### src/rtl/lbs_pkg.sv
package lbs_pkg;

   localparam int MAX_BONES_DEF = 64;
   localparam int FRAC_BITS_DEF = 16;

   // command codes
   localparam logic CMD_LOAD = 1'b0;
   localparam logic CMD_INFL = 1'b1;

   // one classified beat as it travels from front to back
   typedef struct packed {
      logic               is_load;
      logic               oob;
      logic [5:0]         bone;
      logic [1:0]         row;
      logic signed [31:0] a;
      logic signed [31:0] b;
      logic signed [31:0] c;
      logic signed [31:0] d;
      logic               blended;
      logic               last;
   } item_type;

endpackage

### src/rtl/lbs_front.sv
module lbs_front #(
   parameter int MAX_BONES = 64
) (
   input  logic               clock,
   input  logic               reset,
   input  logic               req_valid,
   output logic               req_ready,
   input  logic               req_cmd,
   input  logic [5:0]         req_bone,
   input  logic [1:0]         req_row,
   input  logic signed [31:0] req_value_a,
   input  logic signed [31:0] req_value_b,
   input  logic signed [31:0] req_value_c,
   input  logic signed [31:0] req_value_d,
   input  logic               req_blended,
   input  logic               req_last,
   output logic               q_valid,
   output lbs_pkg::item_type  q_item,
   input  logic               q_pop
);
   import lbs_pkg::*;

   item_type   fifo_ff [2];
   logic       wp_ff, rp_ff;
   logic [1:0] cnt_ff;
   item_type   cls;
   logic       push, pop;

   // classify the incoming beat
   always_comb begin
      cls.is_load = (req_cmd == CMD_LOAD);
      cls.oob     = (32'(req_bone) >= MAX_BONES);
      cls.bone    = req_bone;
      cls.row     = req_row;
      cls.a       = req_value_a;
      cls.b       = req_value_b;
      cls.c       = req_value_c;
      cls.d       = req_value_d;
      cls.blended = req_blended;
      cls.last    = req_last;
   end

   assign req_ready = (cnt_ff != 2'd2);
   assign push      = req_valid & req_ready;
   assign q_valid   = (cnt_ff != 2'd0);
   assign pop       = q_pop & q_valid;
   assign q_item    = fifo_ff[rp_ff];

   // two-entry queue
   always_ff @(posedge clock) begin
      if (push) begin
         fifo_ff[wp_ff] <= cls;
      end
      if (reset) begin
         wp_ff  <= 1'b0;
         rp_ff  <= 1'b0;
         cnt_ff <= 2'd0;
      end else begin
         if (push) wp_ff <= ~wp_ff;
         if (pop) rp_ff <= ~rp_ff;
         cnt_ff <= cnt_ff + 2'(push) - 2'(pop);
      end
   end

endmodule

### config.mk
export PLATFORM = sky130hd
export DESIGN_NAME = lbs_front
export DESIGN_NICKNAME = d
export VERILOG_FILES = /design/src/rtl/lbs_pkg.sv /design/src/rtl/lbs_front.sv
export SDC_FILE = /design/constraint.sdc
export NUM_CORES = 1
export LEC_CHECK = 0
export BUFFER_PORTS_ARGS = -buffer_cell sky130_fd_sc_hd__buf_2
export CORE_MARGIN = 5
export CORE_UTILIZATION = 38
export CTS_CLUSTER_DIAMETER = 60
export DETAILED_ROUTE_END_ITERATION = 10
export PLACE_DENSITY = 0.69
export RECOVER_POWER = 100
export SYNTH_ARGS = -nofsm -noshare
export SYNTH_HDL_FRONTEND = slang
export SYNTH_SLANG_ARGS = --single-unit
export TNS_END_PERCENT = 100
### constraint.sdc
create_clock -name clock -period 12.6 [get_ports clock]
set_input_delay 1.26 -clock clock [delete_from_list [all_inputs] [get_ports clock]]
set_output_delay 1.26 -clock clock [all_outputs]
set_load 0.01 [all_outputs]
==> run_results.csv <==
group,metric,value,unit
grt,grtUsageMet2,0.218,
power,p_int,1.97,mW
worst_setup_path,crit_path_end_kind,"register",
detailed_routing,drt_iter0_drc,242,
synthesis,ys_seq_area_frac,0.820,
grt,top_usage_layer,"met2",
floorplan,die-area,0.0305,mm^2
floorplan,die_h,175,um
timing,rsz0062_at_grt,"no",
worst_setup_path,cp.required,12.50,ns
detailed_routing,dr_total_vias,5214,
detailed_routing,drc_errors,0,
floorplan,core_area,0.0268,mm^2
worst_setup_path,critPathArrivalTime,7.32,ns
cts,path_clk_slew,0.06,ns
synthesis,avgSynthCellArea,22.5,um^2
grt,track_usage,0.125,
timing,fin_skew,0.00635,ns
synthesis,synth.most_common_cell,"edfxtp_1",
power,power_leakage,4.30,nW
power,switching_share,0.259,
synthesis,ys_top_cells_by_count,"278 x edfxtp_1, 140 x mux2_2, 11 x buf_6, 5 x dfxtp_1, 5 x nor2_1",
place,place_congestion,0.697,
worst_setup_path,path_class,"in2reg",
grt,grt_start_max_net_pins,140,
run_status,violations,"capacitance limit, slew limit",
synthesis,synthTopCellsByArea,"edfxtp_1 81%, mux2_2 15%, buf_6 1.2%",
synthesis,yosys_warnings,0,
cts,cts_tree,"built",
worst_setup_path,crit_fanout,139,
power,powerDensity,208,mW/mm^2
cts,ctsRootBufferMaster,"clkbuf_16",
detailed_routing,drt-wirelength-per-cell,17.8,um
synthesis,ys_types,18,
timing,report.final.slew_viol_count,426,
grt,grt_antenna_before_repair,2,
grt,grt_pass1_vias,5605,
flow_run,cap_violations,6,
floorplan,initial_core_util,0.385,
timing,max_freq,135,MHz
worst_setup_path,start_kind,"input pin",
power,ir_drop,128,uV
timing,finalCritPeriodShare,0.590,
place,place_area,0.0121,mm^2
floorplan,die_x,175,um
timing,setup_viol,0,
cts,clock_sink_count,283,
timing,tns,0,ns
run_status,status,"finished, violations left",
timing,hold_viol,0,
power,p_clk_frac,0.324,
detailed_routing,drt_first_pass_iters,4,
synthesis,synth_nets,604,
synthesis,syn-instance-count,459,
layout,area_delta_synth_final,23.9,%
synthesis,yosys.area.top_type,"edfxtp_1",
detailed_routing,routed_via_density,4.62,
power,p_comb_frac,0.204,
layout,layout.nets,908,
timing,max_slew_margin,-4.39,
cts,postCtsSetupBuffers,0,
timing,tightest_slew,8.08,ns
detailed_routing,postRouteAntennaNets,0,
synthesis,ys_ff_latch,283,
place,detailed_place_hpwl,12900,um
worst_hold_path,hp-class,"reg2reg",
layout,final_area,0.0128,mm^2
cts,post_cts_resized,0,
power,netSwitchingPower,0.688,mW
synthesis,netlist.area_leader.share,0.810,
floorplan,num_rows,60,
grt,grt_pass1_wl,30600,um
grt,grt_util_met3,0.0472,
floorplan,boundaryPins,285,
grt,use_met1,0.143,
synthesis,async_flop_share,0,
grt,gr-total-overflow,0,
synthesis,netlist_area,0.0103,mm^2
layout,drive_gt1_frac,0.345,
detailed_routing,finalWirelength,20100,um
cts,clk-insertion-delay-late,0.53,ns
synthesis,synthFlopType,"edfxtp_1",
cts,h-tree-depth,1,
timing,layout_min_cycle_time,7.43,ns
cts,cts_made_buffers,30,
cts,clockBufferDepth,3,
place,port_buffers,283,
synthesis,synth_edf_count,278,
cts,cts_hold_buf,0,
power,power_frac_seq,0.472,
==> area by class of cell <==
| class | instances | area (um^2) |
|---|---|---|
| clock buffers | 37 | 818 |
| well taps | 341 | 427 |
| flip-flops and latches | 283 | 8450 |
| clock inverters | 18 | 173 |
| repair buffers | 288 | 1190 |
| inverters | 2 | 7.51 |
| fillers | 2364 | 14000 |
| diodes | 1 | 2.50 |
| multi-input cells | 158 | 1700 |
==> logic make-up after synthesis <==
logic type                 count (synthesis)  share of synthesized area
AOI/OAI and AO/OA                          1                   0.000729
xor gates and xnor gates                   3                    0.00255
adders and majority gates                  2                    0.00243
buffers and inverters                     18                     0.0159
DFF                                      283                      0.820
muxes                                    140                      0.153
other                                      1                   0.000364
and+or+nand+nor                           11                    0.00522
==> through the flow <==
stage          worst slack (ns)  instances  hold slack [ns]  utilization  total power, mW
5_1_grt                    4.46       1128            0.572        0.476             2.79
4_1_cts                    8.77       1127            0.517        0.487             2.69
3_5_place_dp               8.94       1072            0.503        0.450             1.82
6_report                   5.17       1128            0.515        0.476             2.66
2_1_floorplan              4.84        459            0.481            -             1.63
3_3_place_gp               8.93       1072            0.497        0.450             1.82
==> power by group through the flow <==
| stage | Combinational [mW] | Sequential (mW) | Clock (mW) |
|---|---|---|---|
| finish | 0.542 | 1.25 | 0.859 |
| CTS | 0.582 | 1.23 | 0.887 |
| global placement | 0.577 | 1.24 | 0 |
| global route | 0.591 | 1.27 | 0.931 |
| detailed placement | 0.579 | 1.25 | 0 |
| floorplan | 0.382 | 1.25 | 0 |
==> worst max-delay path, cell delays in order <==
cell and delay, ns:
clkbuf_1 0.09, nand2_1 0.14, nor2_4 0.10, clkbuf_1 5.56
==> path summary, 6_finish.rpt <==
check / start / end / slack (ns) / depth (start not counted)
max: req_valid / fifo_ff[0][93] / 5.17 / 4
min: rp_ff / register / 0.51 / 2
max reg2reg: cnt_ff[0] / fifo_ff[0][93] / 5.44 / 4
min reg2reg: rp_ff / register / 0.51 / 2
==> state kept, by name, summed over array words and instances (netlist names), named ones only <==
| name | cells |
|---|---|
| cnt_ff | 2 |
| rp_ff | 1 |
| fifo_ff | 278 |
| wp_ff | 1 |
==> routing by layer <==
metal	vias to the layer above	part of all wire
met2	195	0.50
met4	2	0.033
met3	47	0.088
li1	2435	-
met1	2535	0.38
met5	-	0.00045
==> cell usage in the layout, fill, tap and decap left out <==
cell,netlist,routed
and3_2,0,1
buf_1,0,1
buf_2,2,86
bufinv_16,0,3
clkbuf_1,0,205
clkbuf_16,0,31
clkbuf_8,0,2
clkinv_1,0,3
clkinv_2,0,11
clkinv_8,0,1
conb_1,1,1
dfxtp_1,5,5
diode_2,0,1
edfxtp_1,278,278
ha_1,2,2
inv_1,2,2
mux2_1,0,6
mux2_2,140,134
nand2_1,1,1
nand2b_1,1,1
nor2_1,5,4
nor2_4,0,1
nor2b_1,2,2
o21a_1,1,1
or2_2,1,1
xnor2_1,2,2
xor2_1,1,1
No activity file was read; power rests on OpenSTA's default activity.
